==> src/sv/spr_pkg.sv <==
// Shared types and register codes for the stream pattern replacer.
`default_nettype none
package spr_pkg;

  localparam int unsigned ByteW = 8;

  // One result entry: data byte, data-present flag, end-of-string flag.
  typedef struct packed {
    logic [ByteW-1:0] data;
    logic             valid;
    logic             last;
  } res_t;

  // Register index = paddr[4:3].
  typedef enum logic [1:0] {
    REG_PATTERN_LEN   = 2'd0,
    REG_PATTERN_BYTES = 2'd1,
    REG_REPLACE_LEN   = 2'd2,
    REG_REPLACE_BYTES = 2'd3
  } reg_idx_e;

endpackage
`default_nettype wire

==> src/sv/spr_win_cell.sv <==
// One window cell: holds a pending byte, compares it, passes it to its neighbor.
`default_nettype none
module spr_win_cell (
  input  wire logic                    clk_i,
  input  wire logic                    upd_i,      // item accepted
  input  wire logic                    wr_here_i,  // new byte lands in this cell
  input  wire logic                    shift_i,    // take the right neighbor's byte
  input  wire logic [spr_pkg::ByteW-1:0] byte_i,   // incoming stream byte
  input  wire logic [spr_pkg::ByteW-1:0] nbr_i,    // right neighbor's current byte
  input  wire logic [spr_pkg::ByteW-1:0] pat_i,    // pattern byte for this slot
  output logic      [spr_pkg::ByteW-1:0] cur_o,    // byte in this slot after insert
  output logic                         eq_o
);
  import spr_pkg::*;

  logic [ByteW-1:0] store_q, store_d;

  assign cur_o = wr_here_i ? byte_i : store_q;
  assign eq_o  = (cur_o == pat_i);

  always_comb begin
    store_d = store_q;
    if (upd_i) begin
      store_d = shift_i ? nbr_i : cur_o;
    end
  end

  always_ff @(posedge clk_i) begin
    store_q <= store_d;
  end

endmodule
`default_nettype wire

==> src/sv/spr_emit.sv <==
// Result buffer: takes a burst of results and plays them out through an output register.
`default_nettype none
module spr_emit #(
  parameter int unsigned Depth = 8,
  parameter int unsigned CntW  = 4
) (
  input  wire logic              clk_i,
  input  wire logic              rst_ni,
  input  wire logic              load_i,
  input  spr_pkg::res_t          burst_i [Depth],
  input  wire logic [CntW-1:0]   cnt_i,
  output logic                   empty_o,
  output logic                   m_axis_tvalid,
  input  wire logic              m_axis_tready,
  output logic [7:0]             m_axis_tdata,   // [7:0] out_byte
  output logic                   m_axis_tuser,   // [0] byte_valid
  output logic                   m_axis_tlast    // out_last
);
  import spr_pkg::*;

  res_t            buf_q [Depth];
  res_t            buf_d [Depth];
  logic [CntW-1:0] cnt_q, cnt_d;
  res_t            out_q, out_d;
  logic            out_vld_q, out_vld_d;
  logic            out_free;

  assign out_free = !out_vld_q || m_axis_tready;
  assign empty_o  = (cnt_q == '0);

  always_comb begin
    buf_d     = buf_q;
    cnt_d     = cnt_q;
    out_d     = out_q;
    out_vld_d = out_vld_q && !m_axis_tready;
    if (load_i) begin
      if ((cnt_i != '0) && out_free) begin
        // head goes straight to the output register
        out_d     = burst_i[0];
        out_vld_d = 1'b1;
        for (int i = 0; i < Depth - 1; i++) begin
          buf_d[i] = burst_i[i+1];
        end
        buf_d[Depth-1] = '0;
        cnt_d = cnt_i - CntW'(1);
      end else begin
        buf_d = burst_i;
        cnt_d = cnt_i;
      end
    end else if ((cnt_q != '0) && out_free) begin
      out_d     = buf_q[0];
      out_vld_d = 1'b1;
      for (int i = 0; i < Depth - 1; i++) begin
        buf_d[i] = buf_q[i+1];
      end
      buf_d[Depth-1] = '0;
      cnt_d = cnt_q - CntW'(1);
    end
  end

  always_ff @(posedge clk_i or negedge rst_ni) begin
    if (!rst_ni) begin
      cnt_q     <= '0;
      out_vld_q <= 1'b0;
    end else begin
      cnt_q     <= cnt_d;
      out_vld_q <= out_vld_d;
    end
  end

  always_ff @(posedge clk_i) begin
    buf_q <= buf_d;
    out_q <= out_d;
  end

  assign m_axis_tvalid = out_vld_q;
  assign m_axis_tdata  = out_q.data;
  assign m_axis_tuser  = out_q.valid;
  assign m_axis_tlast  = out_q.last;

endmodule
`default_nettype wire

==> src/sv/stream_pattern_replace_top.sv <==
// Top level: streaming find-and-replace of a fixed byte pattern.
//
//  channel   | dir | handshake                 | content
//  ----------+-----+---------------------------+------------------------------------
//  s_axis    | in  | s_axis_tvalid/tready      | tdata[7:0] data_byte, tlast end_of_string
//  m_axis    | out | m_axis_tvalid/tready      | tdata[7:0] out_byte, tuser byte_valid,
//            |     |                           | tlast out_last
//  apb cfg   | in  | psel/penable/pwrite       | 64-bit regs at 0x00,0x08,0x10,0x18
//
// Rate: an item that yields at most one result is taken every cycle while the
// output register is not stalled. An item that yields n results (a replacement
// or an end-of-string flush, n <= 8) stalls the input until the result buffer
// drains, so its throughput is set by the one-result-per-cycle output register.
// Reset: window fill, result count and output valid clear; registers read 0.
// Stalls: a held m_axis_tready fills the output register, then the result
// buffer; s_axis_tready drops once the buffer is not empty.
`default_nettype none
module stream_pattern_replace_top #(
  parameter int unsigned PATTERN_MAX = 8,
  parameter int unsigned REPLACE_MAX = 8
) (
  input  wire logic        clk_i,
  input  wire logic        rst_ni,
  // input stream
  input  wire logic        s_axis_tvalid,
  output logic             s_axis_tready,
  input  wire logic [7:0]  s_axis_tdata,   // [7:0] data_byte
  input  wire logic        s_axis_tlast,   // end_of_string
  // output stream
  output logic             m_axis_tvalid,
  input  wire logic        m_axis_tready,
  output logic [7:0]       m_axis_tdata,   // [7:0] out_byte
  output logic             m_axis_tuser,   // [0] byte_valid
  output logic             m_axis_tlast,   // out_last
  // config
  input  wire logic        psel,
  input  wire logic        penable,
  input  wire logic        pwrite,
  input  wire logic [4:0]  paddr,
  input  wire logic [63:0] pwdata,
  output logic [63:0]      prdata,
  output logic             pready
);
  import spr_pkg::*;

  // Window cells in use and replacement bytes that can be emitted; both are
  // capped at 8 by the packed 64-bit registers.
  localparam int unsigned WinD     = (PATTERN_MAX < 8) ? PATTERN_MAX : 8;
  localparam int unsigned RepD     = (REPLACE_MAX < 8) ? REPLACE_MAX : 8;
  localparam int unsigned BufDepth = (WinD > RepD) ? WinD : RepD;
  localparam int unsigned CntW     = $clog2(BufDepth + 1);
  localparam logic [3:0]  WinDL    = 4'(WinD);
  localparam logic [3:0]  RepDL    = 4'(RepD);

  // ---------------- configuration registers ----------------
  logic [3:0]  pat_len_q, pat_len_d;
  logic [63:0] pat_bytes_q, pat_bytes_d;
  logic [3:0]  rep_len_q, rep_len_d;
  logic [63:0] rep_bytes_q, rep_bytes_d;
  logic        cfg_wr;
  reg_idx_e    cfg_idx;

  assign pready  = 1'b1;
  assign cfg_wr  = psel && penable && pwrite;
  assign cfg_idx = reg_idx_e'(paddr[4:3]);

  always_comb begin
    pat_len_d   = pat_len_q;
    pat_bytes_d = pat_bytes_q;
    rep_len_d   = rep_len_q;
    rep_bytes_d = rep_bytes_q;
    if (cfg_wr) begin
      case (cfg_idx)
        REG_PATTERN_LEN:   pat_len_d   = pwdata[3:0];
        REG_PATTERN_BYTES: pat_bytes_d = pwdata;
        REG_REPLACE_LEN:   rep_len_d   = pwdata[3:0];
        REG_REPLACE_BYTES: rep_bytes_d = pwdata;
        default: ;
      endcase
    end
  end

  always_comb begin
    case (cfg_idx)
      REG_PATTERN_LEN:   prdata = {60'd0, pat_len_q};
      REG_PATTERN_BYTES: prdata = pat_bytes_q;
      REG_REPLACE_LEN:   prdata = {60'd0, rep_len_q};
      REG_REPLACE_BYTES: prdata = rep_bytes_q;
      default:           prdata = '0;
    endcase
  end

  // ---------------- effective lengths ----------------
  logic [3:0] p_len, r_len;
  assign p_len = (pat_len_q > WinDL) ? WinDL : pat_len_q;
  assign r_len = (rep_len_q > RepDL) ? RepDL : rep_len_q;

  // ---------------- window cell chain ----------------
  logic             acc;
  logic [3:0]       fill_q, fill_d;
  logic             full, hit, shift;
  logic [ByteW-1:0] cur   [WinD];
  logic [WinD-1:0]  eq_m;

  assign acc   = s_axis_tvalid && s_axis_tready;
  assign full  = (4'(fill_q + 4'd1) == p_len);
  assign hit   = (p_len != 4'd0) && full && (&eq_m);
  // a miss on a full window drops the oldest byte and shifts the chain
  assign shift = (p_len != 4'd0) && full && !hit;

  for (genvar i = 0; i < WinD; i++) begin : g_cell
    logic [ByteW-1:0] nbr;
    logic             eq_raw;
    if (i == WinD - 1) begin : g_end
      assign nbr = '0;
    end else begin : g_mid
      assign nbr = cur[i+1];
    end
    spr_win_cell u_cell (
      .clk_i     (clk_i),
      .upd_i     (acc),
      .wr_here_i (fill_q == 4'(i)),
      .shift_i   (shift),
      .byte_i    (s_axis_tdata),
      .nbr_i     (nbr),
      .pat_i     (pat_bytes_q[8*i +: 8]),
      .cur_o     (cur[i]),
      .eq_o      (eq_raw)
    );
    // slots past the pattern length always agree
    assign eq_m[i] = eq_raw || (4'(i) >= p_len);
  end

  always_comb begin
    fill_d = fill_q;
    if (cfg_wr && (cfg_idx == REG_PATTERN_LEN)) begin
      fill_d = 4'd0;
    end else if (acc && (p_len != 4'd0)) begin
      if (hit || s_axis_tlast) begin
        fill_d = 4'd0;
      end else if (!full) begin
        fill_d = 4'(fill_q + 4'd1);
      end
    end
  end

  // ---------------- burst assembly ----------------
  logic [ByteW-1:0] cur_pad [BufDepth];
  logic [ByteW-1:0] rep_pad [BufDepth];

  for (genvar i = 0; i < BufDepth; i++) begin : g_pad
    if (i < WinD) begin : g_w
      assign cur_pad[i] = cur[i];
    end else begin : g_wz
      assign cur_pad[i] = '0;
    end
    if (i < RepD) begin : g_r
      assign rep_pad[i] = rep_bytes_q[8*i +: 8];
    end else begin : g_rz
      assign rep_pad[i] = '0;
    end
  end

  logic [CntW-1:0] n_raw, n_out, n_m1;
  logic            marker;
  res_t            burst [BufDepth];

  always_comb begin
    if (p_len == 4'd0) begin
      n_raw = CntW'(1);
    end else if (hit) begin
      n_raw = CntW'(r_len);
    end else if (s_axis_tlast) begin
      n_raw = CntW'(fill_q + 4'd1);   // window plus new byte, flushed
    end else if (full) begin
      n_raw = CntW'(1);
    end else begin
      n_raw = '0;
    end
  end

  // end of string with nothing to send still carries one marker result
  assign marker = s_axis_tlast && (n_raw == '0);
  assign n_out  = marker ? CntW'(1) : n_raw;
  assign n_m1   = n_out - CntW'(1);

  always_comb begin
    for (int i = 0; i < BufDepth; i++) begin
      if (marker) begin
        burst[i].data  = '0;
        burst[i].valid = 1'b0;
      end else if (p_len == 4'd0) begin
        burst[i].data  = s_axis_tdata;
        burst[i].valid = 1'b1;
      end else if (hit) begin
        burst[i].data  = rep_pad[i];
        burst[i].valid = 1'b1;
      end else begin
        burst[i].data  = cur_pad[i];
        burst[i].valid = 1'b1;
      end
      burst[i].last = s_axis_tlast && (CntW'(i) == n_m1);
    end
  end

  // ---------------- result buffer and output register ----------------
  logic emit_empty;

  spr_emit #(
    .Depth (BufDepth),
    .CntW  (CntW)
  ) u_emit (
    .clk_i         (clk_i),
    .rst_ni        (rst_ni),
    .load_i        (acc),
    .burst_i       (burst),
    .cnt_i         (n_out),
    .empty_o       (emit_empty),
    .m_axis_tvalid (m_axis_tvalid),
    .m_axis_tready (m_axis_tready),
    .m_axis_tdata  (m_axis_tdata),
    .m_axis_tuser  (m_axis_tuser),
    .m_axis_tlast  (m_axis_tlast)
  );

  // Ready depends only on registered buffer state.
  assign s_axis_tready = emit_empty;

  always_ff @(posedge clk_i or negedge rst_ni) begin
    if (!rst_ni) begin
      pat_len_q   <= '0;
      pat_bytes_q <= '0;
      rep_len_q   <= '0;
      rep_bytes_q <= '0;
      fill_q      <= '0;
    end else begin
      pat_len_q   <= pat_len_d;
      pat_bytes_q <= pat_bytes_d;
      rep_len_q   <= rep_len_d;
      rep_bytes_q <= rep_bytes_d;
      fill_q      <= fill_d;
    end
  end

endmodule
`default_nettype wire

==> config.mk <==
export PLATFORM = sky130hd
export DESIGN_NAME = stream_pattern_replace_top
export DESIGN_NICKNAME = d
export VERILOG_FILES = /design/src/sv/spr_pkg.sv /design/src/sv/spr_win_cell.sv /design/src/sv/spr_emit.sv /design/src/sv/stream_pattern_replace_top.sv
export SDC_FILE = /design/constraint.sdc
export NUM_CORES = 1
export LEC_CHECK = 0
export BUFFER_PORTS_ARGS = -buffer_cell sky130_fd_sc_hd__buf_2
export CORE_UTILIZATION = 45
export CTS_CLUSTER_SIZE = 20
export DETAILED_ROUTE_END_ITERATION = 16
export HOLD_SLACK_MARGIN = 0.02
export PLACE_DENSITY_LB_ADDON = 0.1
export SYNTH_ARGS = -nofsm -noshare
export SYNTH_HDL_FRONTEND = slang
export SYNTH_SLANG_ARGS = --single-unit
==> constraint.sdc <==
create_clock -name clk_i -period 4.5 [get_ports clk_i]
set_input_delay 0.45 -clock clk_i [delete_from_list [all_inputs] [get_ports clk_i]]
set_output_delay 0.45 -clock clk_i [all_outputs]
set_load 0.05 [all_outputs]
==> results of run 1 <==
[what timing repair did]
action,4_1_cts,5_1_grt
pin swaps,12,23
hold buffers,1,0
hold endpoints to repair,51,0
cloned,1,2
buffers inserted,11,7
resized for setup,32,37
setup endpoints to repair,87,86
[worst paths after layout]
kind / slack [ps] / to / depth (start not counted)
worst max-delay path: -110 / u_emit.buf_q[22] / 22
worst min-delay path: 130 / pat_bytes_q[38] / 2
worst max register to register: -110 / u_emit.buf_q[22] / 22
worst min register to register: 520 / u_emit.buf_q[46] / 1
max in group asynchronous: 3170 / pat_bytes_q[4] / 3
min in group asynchronous: 400 / pat_bytes_q[47] / 2
[critical path, stage by stage, from the launching register on]
cell       delay, ps
dfrtp_2          380
ha_4             170
or3b_4           400
buf_4            190
o2111ai_1        110
nor4_1            70
o211ai_1         470
buf_4            210
buf_4            110
a21oi_1           80
o221a_4          290
buf_4            140
o211ai_1         110
nand2_1          130
a21oi_2          160
ha_2             210
nand3b_1         110
mux2_4           320
buf_6            130
a21oi_4          220
clkbuf_16        210
o211ai_1          80
o211ai_1         120
[per-layer routing]
metal | up-vias | GRT usage (%)
met1 | 8006 | 42.32
met3 | 191 | 5.552
met2 | 802 | 50.40
met5 | - | 0
li1 | 7174 | -
met4 | 2 | 16.11
[logic make-up after synthesis]
| group | Yosys count | share of synthesized area (%) |
|---|---|---|
| mux | 240 | 14.81 |
| other cells | 1 | 0.02107 |
| buf+inv | 187 | 4.794 |
| fa+ha+maj | 10 | 0.7030 |
| simple gates | 496 | 13.20 |
| xor+xnor | 45 | 2.214 |
| flops | 299 | 46.37 |
| compound gates | 464 | 17.89 |
[per-stage QoR]
stage / utilization, % / instance area, um^2 / total power [W]
after CTS: 57.10 / 22170 / 0.01284
after global placement: 53.24 / 20670 / 0.009566
after global routing: 57.87 / 22470 / 0.01364
after floorplan: - / 17830 / 0.007894
after detailed placement: 53.24 / 20670 / 0.009645
final: 57.87 / 22470 / 0.01303
[final cells by class]
cell class	instances	area (um^2)	area share, %
Clock inverter	13	98.84	0.4399
Sequential cell	299	8255	36.74
Inverter	56	210.2	0.9355
Timing Repair Buffer	426	3092	13.76
Multi-Input combinational cell	1256	9026	40.17
Tap cell	518	648.1	2.884
Clock buffer	55	1140	5.073
[registers in the layout, summed over array words and instances (netlist names)]
name	cells
pat_bytes_q	64
u_emit.m_axis_tuser	1
u_emit.cnt_q	4
pat_len_q	4
fill_q	4
u_emit.buf_q	80
u_emit.m_axis_tdata	8
rep_bytes_q	64
u_emit.m_axis_tvalid	1
rep_len_q	4
g_cell.u_cell.store_q	64
u_emit.m_axis_tlast	1
[synthesized netlist by cell type (all sizes together) (8+ instances only)]
master,count,area [um^2]
edfxtp,154,4624
xnor2,26,227.7
inv,52,195.2
or2,15,93.84
clkbuf,73,275.3
mux2i,95,954.7
a21o,9,67.56
nand3,22,110.1
nand3b,10,87.58
a32o,18,180.2
nor2,132,495.5
nand2,210,818.3
nor3,16,101.4
and3,10,62.56
ha,10,125.1
a211oi,23,185.2
nor4,11,68.82
buf,58,367.9
or3,8,50.05
o211ai,39,306.5
and2,10,62.56
o21ai,47,257.8
xor2,19,166.4
o221ai,17,148.9
o22ai,86,538.0
dfrtp,145,3628
nand2b,22,137.6
o2111ai,15,131.4
mux2,141,1592
a21oi,132,686.9
[where the power goes]
part / internal, W / switching, W / leakage [nW] / total, W
Clock: 0.00182 / 0.00122 / 0.605 / 0.00304
Sequential: 0.00400 / 0.000628 / 3.25 / 0.00462
Combinational: 0.00222 / 0.00315 / 5.95 / 0.00537
Total: 0.00803 / 0.00500 / 9.80 / 0.0130
==> metrics.csv, run 1 <==
metric,value,unit
status,finished with violations,
failed_checks,setup timing,
num_antenna_cells,0,
syn_avg_cell_area,10.22,um^2
tns,-2188,ps
die_height,200.9,um
synth_edf_count,154,
rsz0062_at_grt,yes,
fin_cells,2623,
tightest_slew,1127,ps
grt_pass1_vias,15679,
root_buffer,clkbuf_16,
drv_cap,0,
final_common_cell,buf_4,
finalCritPeriodShare,102.5,%
die_w,200.9,um
grt_max_degree,95,
drt_iter0_markers,1718,
async_flop_share,48.49,%
wl_met3,5166,um
p_leak,9.805,nW
hold_path_startpoint,pwdata[38],
post-route-min-period,4615,ps
hold_violations,0,
end_kind,register,
initial_core_util,45.84,%
crit_start,fill_q[0],
crit_required,4880,ps
syn_to_final_growth,26.25,%
rows,72,
hp-class,primary input to register,
slew_violations,0,
clock_sinks,299,
post-dp-hpwl,47270,um
routed_wl,65470,um
port_buffers,157,
p_per_area,579.9,nW/um^2
r2r_start,fill_q[0],
numCtsBuffers,37,
via_per_inst,6.167,
fin_nets,2171,
finalWorstSetupSlack,-114.7,ps
setup-violations-final,41,
vias,16175,
synthCells,1742,
die_area,40350,um^2
drc_errors,0,
antenna_left,0,
cts_tree,yes,
final_cell_mix,"buf_4, nand2_1, buf_2",
synth-main-ff-cell,edfxtp_1,
ys_seq_area_share,46.37,%
clock.fmax,0.2167,GHz
maxSlewHeadroom,24.59,%
coreArea,38830,um^2
critPathKind,register to register,
grtUsageTotal,31.96,%
clockBufferDepth,3,
ioPinCount,162,
yosys_warnings,0,
holdWs,127.0,ps
wl_per_cell,24.96,um
met1Wirelength,27090,um
finClkSkew,18.64,ps
dr_wl_met2,29710,um
crit_path_start_kind,register,
synth_area,17800,um^2
crit_fanout,7,
nFillCells,3430,
cp.arrival,4990,ps
insertion_delay,570,ps
yosys.cell_types.count,91,
synth.net_count,1837,
ir_drop,396.4,uV
place.gp.congestion,0.9214,
synth_seq_cells,299,
grt_antenna_before_repair,1,
clk_pin_slew,60,ps
gr-total-overflow,0,
grt_pass1_wl,97700,um
layout-drive-gt1-share,34.35,%
firstDrtPassIters,6,
pre_cts_ws,-430.9,ps
htreeDepth,2,
routed.top_layer,met5,
dp_cells,2533,
No activity file was read; power rests on OpenSTA's default activity.
==> inputs of run 2 (changes only) <==
--- a/config.mk
+++ b/config.mk
@@ -5,7 +5,10 @@
 export SDC_FILE = /design/constraint.sdc
 export NUM_CORES = 1
 export LEC_CHECK = 0
+export ABC_AREA = 1
 export BUFFER_PORTS_ARGS = -buffer_cell sky130_fd_sc_hd__buf_2
+export CORE_ASPECT_RATIO = 1.5
+export CORE_MARGIN = 2
 export CORE_UTILIZATION = 45
 export CTS_CLUSTER_SIZE = 20
 export DETAILED_ROUTE_END_ITERATION = 16
==> run 2 against run 1 <==
  * Core utilization shrank 4.4 points
  * Hold slack worse by 50 ps
  * Routed wire length fell by 10%
  * Largest cell class is now registers
  * The run now ends clean
  * Combinational power down 20%
  * Total power decreased by 15%
==> metrics.csv, run 2 <==
metric,value,unit
clock.fmax,0.2376,GHz
critPathKind,register to register,
yosys_warnings,0,
largest_register_ffs,80,
p_per_area,566.3,nW/um^2
clockBufferDepth,3,
grt_antenna_before_repair,2,
grt_pass1_vias,15485,
final_cell_mix,"nand2_1, o21ai_0, inv_1",
synth_most_common_cell,nand2_1,
seqCellArea,8255,um^2
grt_pass1_wl,89270,um
crit_path_start_kind,register,
finalCritPeriodShare,93.54,%
path_common_cell,nand2_1,
root_buffer,clkbuf_16,
post-route-min-period,4209,ps
synth_common_cells,"nand2_1, o21ai_0, inv_1",
p_leak,9.279,nW
initial_core_util,45.75,%
coreArea,36800,um^2
antenna_left,0,
synth_area,16840,um^2
grtUsageTotal,30.03,%
num_antenna_cells,0,
tightest_slew,1065,ps
crit_fanout,10,
place.gp.congestion,0.9472,
port_buffers,157,
die_w,161.9,um
slew_violations,0,
multi_input_area,7146,um^2
wl_per_cell,20.68,um
rows,86,
end_kind,register,
cts_tree,yes,
drc_errors,0,
numCtsBuffers,31,
finClkSkew,21.35,ps
hold_violations,0,
max_flop_register,u_emit.buf_q,
yosys.cell_types.count,38,
post-dp-hpwl,41460,um
async_flop_share,48.49,%
tns,0,ps
synth-main-ff-cell,edfxtp_1,
synth_edf_count,154,
maxSlewHeadroom,28.97,%
synth_seq_cells,299,
ioPinCount,162,
setup-violations-final,0,
status,"complete, no violations",
die_area,39010,um^2
vias,15980,
cp.arrival,4490,ps
ir_drop,368.8,uV
nFillCells,3638,
htreeDepth,1,
die_height,240.9,um
crit_slowest_cell,dfrtp_2,
synth_top_area_share,27.47,%
ys_seq_area_share,49.02,%
firstDrtPassIters,6,
crit_required,4780,ps
insertion_delay,600,ps
fin_nets,2432,
synth_top_area_cell,edfxtp_1,
clock_sinks,299,
drt_iter0_markers,1589,
via_per_inst,5.615,
final_common_cell,nand2_1,
syn_to_final_growth,16.79,%
utilization,53.43,%
clk_pin_slew,70,ps
syn_avg_cell_area,7.681,um^2
synthCells,2192,
synth.net_count,2287,
drv_cap,0,
synth_area_leaders,"edfxtp_1, dfrtp_1, nand2_1",
routed_wl,58860,um
cpPeakStageDelay,470,ps
layout-drive-gt1-share,14.52,%
hp-class,primary input to register,
gr-total-overflow,0,
grt_max_degree,101,
==> run 2: changes by cell type after synthesis, sizes merged, moves of 46 or more <==
| cell | before | now |
|---|---|---|
| mux2i | 95 | 0 |
| nand2 | 210 | 710 |
| nand3 | 22 | 196 |
| inv | 52 | 255 |
| a21oi | 132 | 57 |
| o21ai | 47 | 280 |
| nor2 | 132 | 86 |
| mux2 | 141 | 3 |
==> run 2: critical path, delay by kind of cell (launching register included) <==
kind | cells | cell delay (ps)
adders and majority gates | 1 | 180
DFF | 1 | 470
and+or+nand+nor | 22 | 2440
buffers and inverters | 6 | 800
==> run 2: layout make-up <==
type                    count  share of cell area [%]
clock inverters            15                   1.177
inverters                 258                   4.951
repair buffers            240                   7.929
well taps                 484                   3.080
clock buffers              43                   4.537
multi-input cells        1507                   36.34
flip-flops and latches    299                   41.99
==> run 2: repair_timing <==
action	CTS	global route
setup buffers	0	1
endpoints found under the hold margin	88	0
gates resized for setup	0	27
setup endpoints to repair	0	88
hold buffers	1	0
==> run 2: kinds of logic after synthesis <==
logic type	after synthesis	share of synthesized area [%]
simple gates	1027	25.25
mux	3	0.2006
other cells	1	0.02227
flops	299	49.02
compound gates	463	15.38
fa+ha+maj	10	0.7432
xor+xnor	3	0.2007
buf+inv	386	9.193
==> run 2: stage by stage <==
step	cell area (um^2)	cells	hold WS [ps]	worst slack (ps)	power [W]
floorplan	16840	2192	154.4	194.8	0.006809
global placement	18400	2785	501.9	243.4	0.008115
detailed placement	18400	2785	513.3	181.0	0.008183
CTS	19530	2844	58.33	163.0	0.01107
global route	19660	2846	88.98	-24.73	0.01177
finish	19660	2846	77.13	290.7	0.01114
==> run 2: per-layer routing <==
metal	up-vias	GRT usage, %	wire, um
met5	-	0	0
met4	0	16.28	3429
met3	148	4.073	3891
met2	653	50.74	28220
met1	7564	37.34	23320
li1	7615	-	-
==> run 2: worst paths after layout <==
check                            startpoint                      to  slack [ps]  cells past startpoint
setup / recovery                  fill_q[2]  u_emit.m_axis_tdata[3]         290                     29
hold / removal                   pwdata[37]         pat_bytes_q[37]          80                      3
setup reg to reg                  fill_q[2]  u_emit.m_axis_tdata[3]         290                     29
hold reg to reg            u_emit.buf_q[11]        u_emit.buf_q[21]         520                      2
max in group asynchronous            rst_ni         rep_bytes_q[10]        2970                      3
min in group asynchronous            rst_ni         rep_bytes_q[56]         480                      2
==> run 2: report_power, final <==
| part | internal (W) | switching, W | leakage (nW) |
|---|---|---|---|
| Sequential | 0.00369 | 0.000258 | 3.22 |
| Clock | 0.00172 | 0.00116 | 0.546 |
| Combinational | 0.00131 | 0.00300 | 5.51 |
